**config.mk**
```make
export PLATFORM = sky130hd
export DESIGN_NAME = njtb_div
export DESIGN_NICKNAME = d
export VERILOG_FILES = /design/src/rtl/njtb_pkg.sv /design/src/rtl/njtb_div.sv
export SDC_FILE = /design/constraint.sdc
export NUM_CORES = 1
export LEC_CHECK = 0
export BUFFER_PORTS_ARGS = -buffer_cell sky130_fd_sc_hd__buf_4
export CAP_MARGIN = 20
export CORE_UTILIZATION = 55
export DETAILED_ROUTE_END_ITERATION = 10
export PLACE_DENSITY = 0.89
export SKIP_LAST_GASP = 1
export SLEW_MARGIN = 5
export SYNTH_ARGS = -nofsm -noshare
export SYNTH_HDL_FRONTEND = slang
export SYNTH_SLANG_ARGS = --single-unit
```
**constraint.sdc**
```tcl
create_clock -name clk -period 3.35 [get_ports clk]
set_input_delay 0.1675 -clock clk [delete_from_list [all_inputs] [get_ports clk]]
set_output_delay 0.1675 -clock clk [all_outputs]
set_load 0.01 [all_outputs]
```
**src/rtl/njtb_pkg.sv**
```systemverilog
// ---------------------------------------------------------------------------
// Neighbour-joining tree builder package
// Shared widths, sequencer states and transaction structures.
// ---------------------------------------------------------------------------
`default_nettype none

package njtb_pkg;

	localparam int MAX_TAXA_DEF   = 32;
	localparam int DIST_WIDTH_DEF = 32;
	localparam int SCORE_W        = 40;
	localparam int LEN_W          = 32;
	localparam int LBL_W          = 6;
	localparam int IDX_W          = 5;
	localparam int DIN_W          = 31;
	localparam int TCNT_W         = 6;
	localparam logic [TCNT_W-1:0] TCNT_RST = 6'd32;

	typedef enum logic [5:0] {
		ST_IDLE,
		ST_LD_B,
		ST_INIT,
		ST_SC_ROW,
		ST_SC_RD,
		ST_SC_ACC,
		ST_SC_DIV,
		ST_SC_WAIT,
		ST_PK_ROW,
		ST_PK_RA,
		ST_PK_RD,
		ST_PK_RB,
		ST_PK_CMP,
		ST_JN_X,
		ST_JN_Y,
		ST_JN_RX,
		ST_JN_RY,
		ST_JN_OUT,
		ST_MG_P,
		ST_MG_1,
		ST_MG_2,
		ST_MG_W1,
		ST_MG_W2,
		ST_MG_END,
		ST_RT0,
		ST_RT1,
		ST_RT2,
		ST_RT3,
		ST_RT4,
		ST_RT5,
		ST_RT_OUT
	} njtb_state_t;

	typedef struct packed {
		logic                     kind;
		logic [LBL_W-1:0]         child_a;
		logic [LBL_W-1:0]         child_b;
		logic [LBL_W-1:0]         child_c;
		logic signed [LEN_W-1:0]  length_a;
		logic signed [LEN_W-1:0]  length_b;
		logic signed [LEN_W-1:0]  length_c;
		logic [LBL_W-1:0]         parent_label;
		logic                     last_result;
	} njtb_res_t;

	typedef struct packed {
		logic              start;
		logic [TCNT_W-1:0] divisor;
	} njtb_div_req_t;

endpackage

`default_nettype wire

```
**src/rtl/njtb_div.sv**
```systemverilog
// ---------------------------------------------------------------------------
// Neighbour-joining row score divider
// Bit-serial restoring divider, truncating toward zero, saturated to score width.
// ---------------------------------------------------------------------------
`default_nettype none

module njtb_div #(
	parameter int ACC_W = 38
) (
	input  wire logic                                clk,
	input  wire logic                                arst_n,
	input  wire njtb_pkg::njtb_div_req_t             req,
	input  wire logic signed [ACC_W-1:0]             dividend,
	output logic                                     done,
	output logic signed [njtb_pkg::SCORE_W-1:0]      quotient
);
	import njtb_pkg::*;

	localparam int CNT_W = $clog2(ACC_W + 1);
	localparam logic signed [63:0] Q_MAX = (64'sd1 <<< (SCORE_W - 1)) - 64'sd1;
	localparam logic signed [63:0] Q_MIN = -(64'sd1 <<< (SCORE_W - 1));

	logic                 busy_q;
	logic                 done_q;
	logic [CNT_W-1:0]     cnt_q;
	logic                 neg_q;
	logic [ACC_W-1:0]     dvd_q;
	logic [TCNT_W-1:0]    rem_q;
	logic [TCNT_W-1:0]    dsr_q;
	logic [TCNT_W:0]      shifted;
	logic [TCNT_W:0]      trial;
	logic                 fits;
	logic signed [63:0]   qx;

	assign shifted = {rem_q, dvd_q[ACC_W-1]};
	assign trial   = shifted - {1'b0, dsr_q};
	assign fits    = (shifted >= {1'b0, dsr_q});

	always_ff @(posedge clk or negedge arst_n) begin
		if (!arst_n) begin
			busy_q <= 1'b0;
			done_q <= 1'b0;
			cnt_q  <= '0;
		end else begin
			done_q <= 1'b0;
			if (req.start) begin
				busy_q <= 1'b1;
				cnt_q  <= '0;
			end else if (busy_q) begin
				if (cnt_q == CNT_W'(ACC_W - 1)) begin
					busy_q <= 1'b0;
					done_q <= 1'b1;
				end
				cnt_q <= cnt_q + 1'b1;
			end
		end
	end

	always_ff @(posedge clk) begin
		if (req.start) begin
			neg_q <= dividend[ACC_W-1];
			dvd_q <= dividend[ACC_W-1] ? ACC_W'(-dividend) : ACC_W'(dividend);
			rem_q <= '0;
			dsr_q <= req.divisor;
		end else if (busy_q) begin
			rem_q <= fits ? trial[TCNT_W-1:0] : shifted[TCNT_W-1:0];
			dvd_q <= {dvd_q[ACC_W-2:0], fits};
		end
	end

	always_comb begin
		qx = neg_q ? -$signed(64'(dvd_q)) : $signed(64'(dvd_q));
		if (qx > Q_MAX) begin
			quotient = SCORE_W'(Q_MAX);
		end else if (qx < Q_MIN) begin
			quotient = SCORE_W'(Q_MIN);
		end else begin
			quotient = SCORE_W'(qx);
		end
	end

	assign done = done_q;

endmodule

`default_nettype wire

```
==> results of run 1 <==
## cells by family after synthesis
logic type | after synthesis | share of synthesized area (%)
multiplexers | 3 | 0.667
buffers and inverters | 52 | 4.99
adder cells (fa/ha/maj) | 11 | 3.10
AO/OA/AOI/OAI | 152 | 22.8
AND/OR/NAND/NOR | 166 | 19.5
flip-flops | 59 | 35.6
XOR/XNOR | 71 | 13.3
## registers in the layout, indices dropped and copies added (netlist names)
signal and flops:
cnt_q 6, done 1, neg_q 1, dsr_q 6
rem_q 6, busy_q 1, dvd_q 38
## synth_stat cells (all sizes together) (2+ instances only)
cell type / count / area [sq um]
a22o: 2 / 17.5
o31ai: 19 / 143
nor2b: 3 / 18.8
nand3: 7 / 35.0
or3: 11 / 78.8
or2: 8 / 50.1
nor4: 10 / 90.1
a41oi: 2 / 17.5
and2: 4 / 25.0
nand2: 21 / 78.8
mux2i: 2 / 20.0
o21a: 3 / 22.5
nor2: 65 / 244
buf: 13 / 87.6
a311oi: 2 / 17.5
inv: 17 / 63.8
clkbuf: 21 / 78.8
edfxtp: 45 / 1350
dfrtp: 8 / 200
xnor2: 23 / 201
nor3: 6 / 35.0
nand4b: 3 / 26.3
nand3b: 2 / 15.0
nand4: 5 / 37.5
o311a: 3 / 30.0
xor2: 48 / 420
o211ai: 2 / 15.0
o21ai: 21 / 105
a211oi: 5 / 37.5
or4: 13 / 109
ha: 10 / 125
nor4b: 2 / 23.8
o41ai: 21 / 248
nand2b: 4 / 25.0
dfxtp: 6 / 120
o31a: 4 / 35.0
a21oi: 57 / 285
## critical path, cell delays in order, from the launching register on
cell and delay (ps):
edfxtp_1 470, or4_4 590, or4_1 590, o41a_1 410, xnor2_1 150, a21oi_1 180
buf_4 150
## worst min-delay path by stage
| stage | from | end | slack [ps] | cells after the start |
|---|---|---|---|---|
| final | req[4] | dsr_q[4]$_DFFE_PP_ | 6 | 1 |
| after detailed placement | arst_n | cnt_q[5]$_DFFE_PN0P_ | -10 | 1 |
| after global placement | arst_n | cnt_q[5]$_DFFE_PN0P_ | -10 | 1 |
| after CTS | req[5] | dsr_q[5]$_DFFE_PP_ | 0.8 | 1 |
| after floorplan | arst_n | busy_q$_DFF_PN0_ | -130 | 0 |
| after global routing | req[4] | dsr_q[4]$_DFFE_PP_ | 3 | 1 |
## layout make-up
class                      instances  area share (%)
clock inverter                     3           0.265
timing repair buffer             104            14.0
inverter                          18            1.19
multi-input combinational        403            49.2
sequential                        59            29.5
tap                              105            2.32
clock buffer                      13            3.55
## through the flow
stage | total power, mW | cell area, sq um
3_5_place_dp | 1.95 | 5380
6_report | 2.66 | 5670
3_3_place_gp | 1.91 | 5380
4_1_cts | 2.65 | 5640
5_1_grt | 2.79 | 5670
2_1_floorplan | 1.59 | 4690
## report_power, final
part           switching, mW  internal [mW]  leakage, nW  total [mW]
logic                  0.488          0.444         1.50       0.933
clock network          0.296          0.395        0.115       0.691
registers              0.129          0.912        0.610        1.04
## layer usage
layer	GRT usage [%]	part of all wire, %
met1	34.3	40
met2	47.5	50
met3	5.48	7.6
met4	11.4	3.1
met5	0	0
## timing repair
action                                  CTS  global route
gates resized for setup                   1             0
gates cloned                              0             0
hold endpoints to repair                 11             1
hold buffers                              4             1
buffers inserted                          0             3
endpoints found under the setup margin   13             5
pin swaps                                 0             1
==> results.sh, run 1 <==
export IMPL_drive_above_1_share_pct=24.2
export IMPL_final_instance_count_excl_fill=705
export IMPL_r2r_start="dvd_q[37]$_DFFE_PP_"
export IMPL_core_sq_um=8220
export IMPL_cp_startpoint="dvd_q[4]$_DFFE_PP_"
export IMPL_synth_top_flop_cell="edfxtp_1"
export IMPL_syn_to_final_growth_pct=21.0
export IMPL_synth_ff_latch_count=59
export IMPL_final_cell_mix="99 x buf_4, 65 x nor2_1, 57 x a21oi_1"
export IMPL_hold_viol=0
export IMPL_rsz0062_at_grt="false"
export IMPL_seqCellArea_sq_um=1670
export IMPL_dieHeight_microns=94.3
export IMPL_grt_antenna_before_repair=0
export IMPL_final_max_slew_violation_count=0
export IMPL_outcome="complete, no violations"
export IMPL_ys_types=66
export IMPL_timing_fmax_mhz=327
export IMPL_clk_latency_ps=340
export IMPL_grt_max_degree=81
export IMPL_synth_edf_count=45
export IMPL_finalSetupViolCount=0
export IMPL_drcViolationCount=0
export IMPL_final_common_cell="buf_4"
export IMPL_utilization_pct=69.0
export IMPL_multi_input_comb_area_sq_um=2790
export IMPL_start_util_pct=57.1
export IMPL_fill_cells=628
export IMPL_dp_slack_ps=288
export IMPL_die_area_sq_um=8900
export IMPL_cts_root_buf="clkbuf_8"
export IMPL_finalSetupTns_ps=0
export IMPL_critPathKind="reg -> out"
export IMPL_ios=88
export IMPL_cts_tree="yes"
export IMPL_via_count=4419
export IMPL_vias_per_cell=6.27
export IMPL_cts_buffer_depth=2
export IMPL_setup_ws_ps=295
export IMPL_ir_drop_mv=0.335
export IMPL_synth_cells=514
export IMPL_cts_sinks=59
export IMPL_synth_nets=572
export IMPL_post_synth_cell_area_avg_sq_um=9.12
export IMPL_gp_congestion=0.855
export IMPL_async_flop_share_pct=13.6
export IMPL_track_usage_pct=27.8
export IMPL_numCtsBuffers=9
export IMPL_worst_endpoint_arrival_ps=2890
export IMPL_crit_path_end_kind="primary output"
export IMPL_cts_max_level=3
export IMPL_drt_initial_drc_count=346
export IMPL_whs_ps=5.68
export IMPL_r2r_end="rem_q[3]$_SDFFE_PP0P_"
export IMPL_fin_skew_ps=8.35
export IMPL_hp_class="in -> reg"
export IMPL_critPathLaunchType="flop"
export IMPL_grt_first_pass_wirelength_mm=19.3
export IMPL_yosysSeqAreaShare_pct=35.6
export IMPL_grt_overflow_total=0
export IMPL_power_density_nw_per_um2=470
export IMPL_nets=653
export IMPL_fin_crit_ps=3060
export IMPL_cp_required_ps=3180
export IMPL_ant_nets=0
export IMPL_io_buffers=87
export IMPL_hpwl_mm=8.78
export IMPL_period_share_pct=91.2
export IMPL_synth_area_sq_um=4690
export IMPL_wirelength_mm=12.2
export IMPL_max_cap_violations=0
export IMPL_r2r_cells=7
export IMPL_ys_warnings_count=0
export IMPL_clk_pin_slew_ps=60
export IMPL_critPathMaxFanout=7
export IMPL_max_slew_margin_pct=45.2
export IMPL_grt_pass1_vias=4148
export IMPL_crit_end="quotient[23]"
export IMPL_core_rowCount=33
export IMPL_antennaDiodeCount=0
export IMPL_wire_per_inst_microns=17.3
export IMPL_drt_pass1_iterations=5
export IMPL_reg2reg_slack_ps=1060
export IMPL_die_w_microns=94.3
export IMPL_worst_pin_slew_ps=822
export IMPL_p_leak_nw=2.23
export IMPL_dp_cells=681
(Power assumes the default switching activity.)
==> inputs of run 2 (changes only) <==
--- a/config.mk
+++ b/config.mk
@@ -7,9 +7,10 @@
 export LEC_CHECK = 0
 export BUFFER_PORTS_ARGS = -buffer_cell sky130_fd_sc_hd__buf_4
 export CAP_MARGIN = 20
+export CORE_ASPECT_RATIO = 0.5
 export CORE_UTILIZATION = 55
 export DETAILED_ROUTE_END_ITERATION = 10
-export PLACE_DENSITY = 0.89
+export PLACE_DENSITY = 0.79
 export SKIP_LAST_GASP = 1
 export SLEW_MARGIN = 5
 export SYNTH_ARGS = -nofsm -noshare
==> results.sh, run 2 (synthesized netlist as in run 1, its figures left out) <==
export IMPL_outcome="complete, no violations"
export IMPL_seqPwrFrac_pct=36.2
export IMPL_cts_setup_buffers=0
export IMPL_r2r_start="dvd_q[37]$_DFFE_PP_"
export IMPL_drt_pass1_iterations=5
export IMPL_final_common_cell="buf_4"
export IMPL_ctsResizeCount=0
export IMPL_switchingPower_uw=920
export IMPL_critPathKind="reg -> out"
export IMPL_largest_reg_flops=38
export IMPL_cts_max_level=3
export IMPL_final_cell_mix="94 x buf_4, 65 x nor2_1, 57 x a21oi_1"
export IMPL_die_w_microns=133
export IMPL_drcViolationCount=0
export IMPL_grt_pass1_vias=3800
export IMPL_path_buf_inv=1
export IMPL_fin_crit_ps=3170
export IMPL_max_slew_margin_pct=36.8
export IMPL_hp_class="in -> async"
export IMPL_crit_cells=6
export IMPL_power_mw=2.89
export IMPL_finalSetupViolCount=0
export IMPL_top_register="dvd_q"
export IMPL_clk_latency_ps=340
export IMPL_critPathLaunchType="flop"
export IMPL_power_density_nw_per_um2=503
export IMPL_ant_nets=0
export IMPL_combPwrFrac_pct=31.1
export IMPL_core_sq_um=8140
export IMPL_p_leak_nw=2.24
export IMPL_grt_overflow_total=0
export IMPL_timing_fmax_mhz=315
export IMPL_track_usage_pct=27.0
export IMPL_start_util_pct=57.6
export IMPL_cp_top_family="simple AND/OR/NAND/NOR gates"
export IMPL_gp_congestion=0.865
export IMPL_via_count=4315
export IMPL_p_clk_share_pct=32.7
export IMPL_worst_endpoint_arrival_ps=3000
export IMPL_reg2reg_slack_ps=1210
export IMPL_cp_required_ps=3180
export IMPL_grt_max_degree=95
export IMPL_syn_to_final_growth_pct=22.6
export IMPL_cts_tree="yes"
export IMPL_antennaDiodeCount=0
export IMPL_drt_initial_drc_count=361
export IMPL_clk_pin_slew_ps=50
export IMPL_nets=650
export IMPL_wire_per_inst_microns=16.3
export IMPL_period_share_pct=94.7
export IMPL_grt_first_pass_wirelength_mm=18.5
export IMPL_numCtsBuffers=9
export IMPL_hold_viol=0
export IMPL_setup_ws_ps=178
export IMPL_swShare_pct=31.8
export IMPL_r2r_cells=7
export IMPL_ir_drop_mv=0.363
export IMPL_vias_per_cell=6.09
export IMPL_finalSetupTns_ps=0
export IMPL_cts_sinks=59
export IMPL_dp_slack_ps=580
export IMPL_internal_power_mw=1.97
export IMPL_fin_skew_ps=8.54
export IMPL_wirelength_mm=11.6
export IMPL_r2r_end="rem_q[3]$_SDFFE_PP0P_"
export IMPL_critPathMaxFanout=13
export IMPL_rsz0062_at_grt="false"
export IMPL_max_cap_violations=0
export IMPL_core_rowCount=23
export IMPL_ios=88
export IMPL_drive_above_1_share_pct=23.1
export IMPL_die_area_sq_um=8920
export IMPL_io_buffers=87
export IMPL_slowest_delay_ps=610
export IMPL_grt_antenna_before_repair=0
export IMPL_cts_root_buf="clkbuf_16"
export IMPL_crit_path_end_kind="primary output"
export IMPL_final_max_slew_violation_count=0
export IMPL_slowest_stage="or4_1"
export IMPL_cts_buffer_depth=2
export IMPL_hpwl_mm=7.87
export IMPL_worst_pin_slew_ps=948
export IMPL_path_cells="or4_1 > nor2b_1 > nand3_1 > or3_4 > a21oi_1 > buf_4"
export IMPL_dieHeight_microns=67.3
export IMPL_hold_buffers=7
[run 2: layout make-up]
type | instances | area [sq um]
sequential | 59 | 1670
clock inverter | 2 | 13.8
timing repair buffer | 101 | 776
clock buffer | 14 | 297
inverter | 18 | 67.6
multi-input combinational | 403 | 2780
fill | 661 | 2390
tap | 112 | 140
[run 2: worst register-to-register path: stages (launching register included)]
cell and delay, ps:
edfxtp_1 450, inv_1 140, ha_1 210, nand2b_1 130, a21oi_1 90, o31a_1 340
or2_2 360, o311a_1 300
[run 2: metrics by stage]
step	hold slack [ps]	cells	util (%)	instance area, sq um
global placement	-8.14	686	65.9	5370
floorplan	-128	514	-	4690
CTS	171	709	70.6	5750
global route	198	709	70.6	5750
detailed placement	-9.39	686	65.9	5370
finish	186	709	70.6	5750
[run 2: power groups by stage]
stage               Sequential [mW]  Combinational (mW)  Clock [mW]
finish                         1.05               0.898       0.945
global route                   1.06               0.984       0.985
CTS                            1.04               0.896       0.958
detailed placement             1.05               0.882           0
global placement               1.05               0.864           0
floorplan                      1.01               0.579           0
[run 2: how the worst max path moves through the flow]
stage               slack (ps)                from            to
floorplan                  970  dvd_q[5]$_DFFE_PP_  quotient[23]
global placement           670  dvd_q[9]$_DFFE_PP_  quotient[36]
detailed placement         580  dvd_q[9]$_DFFE_PP_  quotient[25]
CTS                        220  dvd_q[9]$_DFFE_PP_  quotient[25]
global route                 1  dvd_q[9]$_DFFE_PP_  quotient[25]
finish                     180  dvd_q[9]$_DFFE_PP_  quotient[25]
[run 2: metal layers]
| layer | vias to the layer above | wire [microns] | global-route usage (%) |
|---|---|---|---|
| met5 | - | 0 | 0 |
| met4 | 0 | 140 | 10.2 |
| met3 | 13 | 745 | 5.48 |
| met2 | 163 | 5460 | 44.3 |
| met1 | 2064 | 5240 | 35.9 |
| li1 | 2075 | - | - |
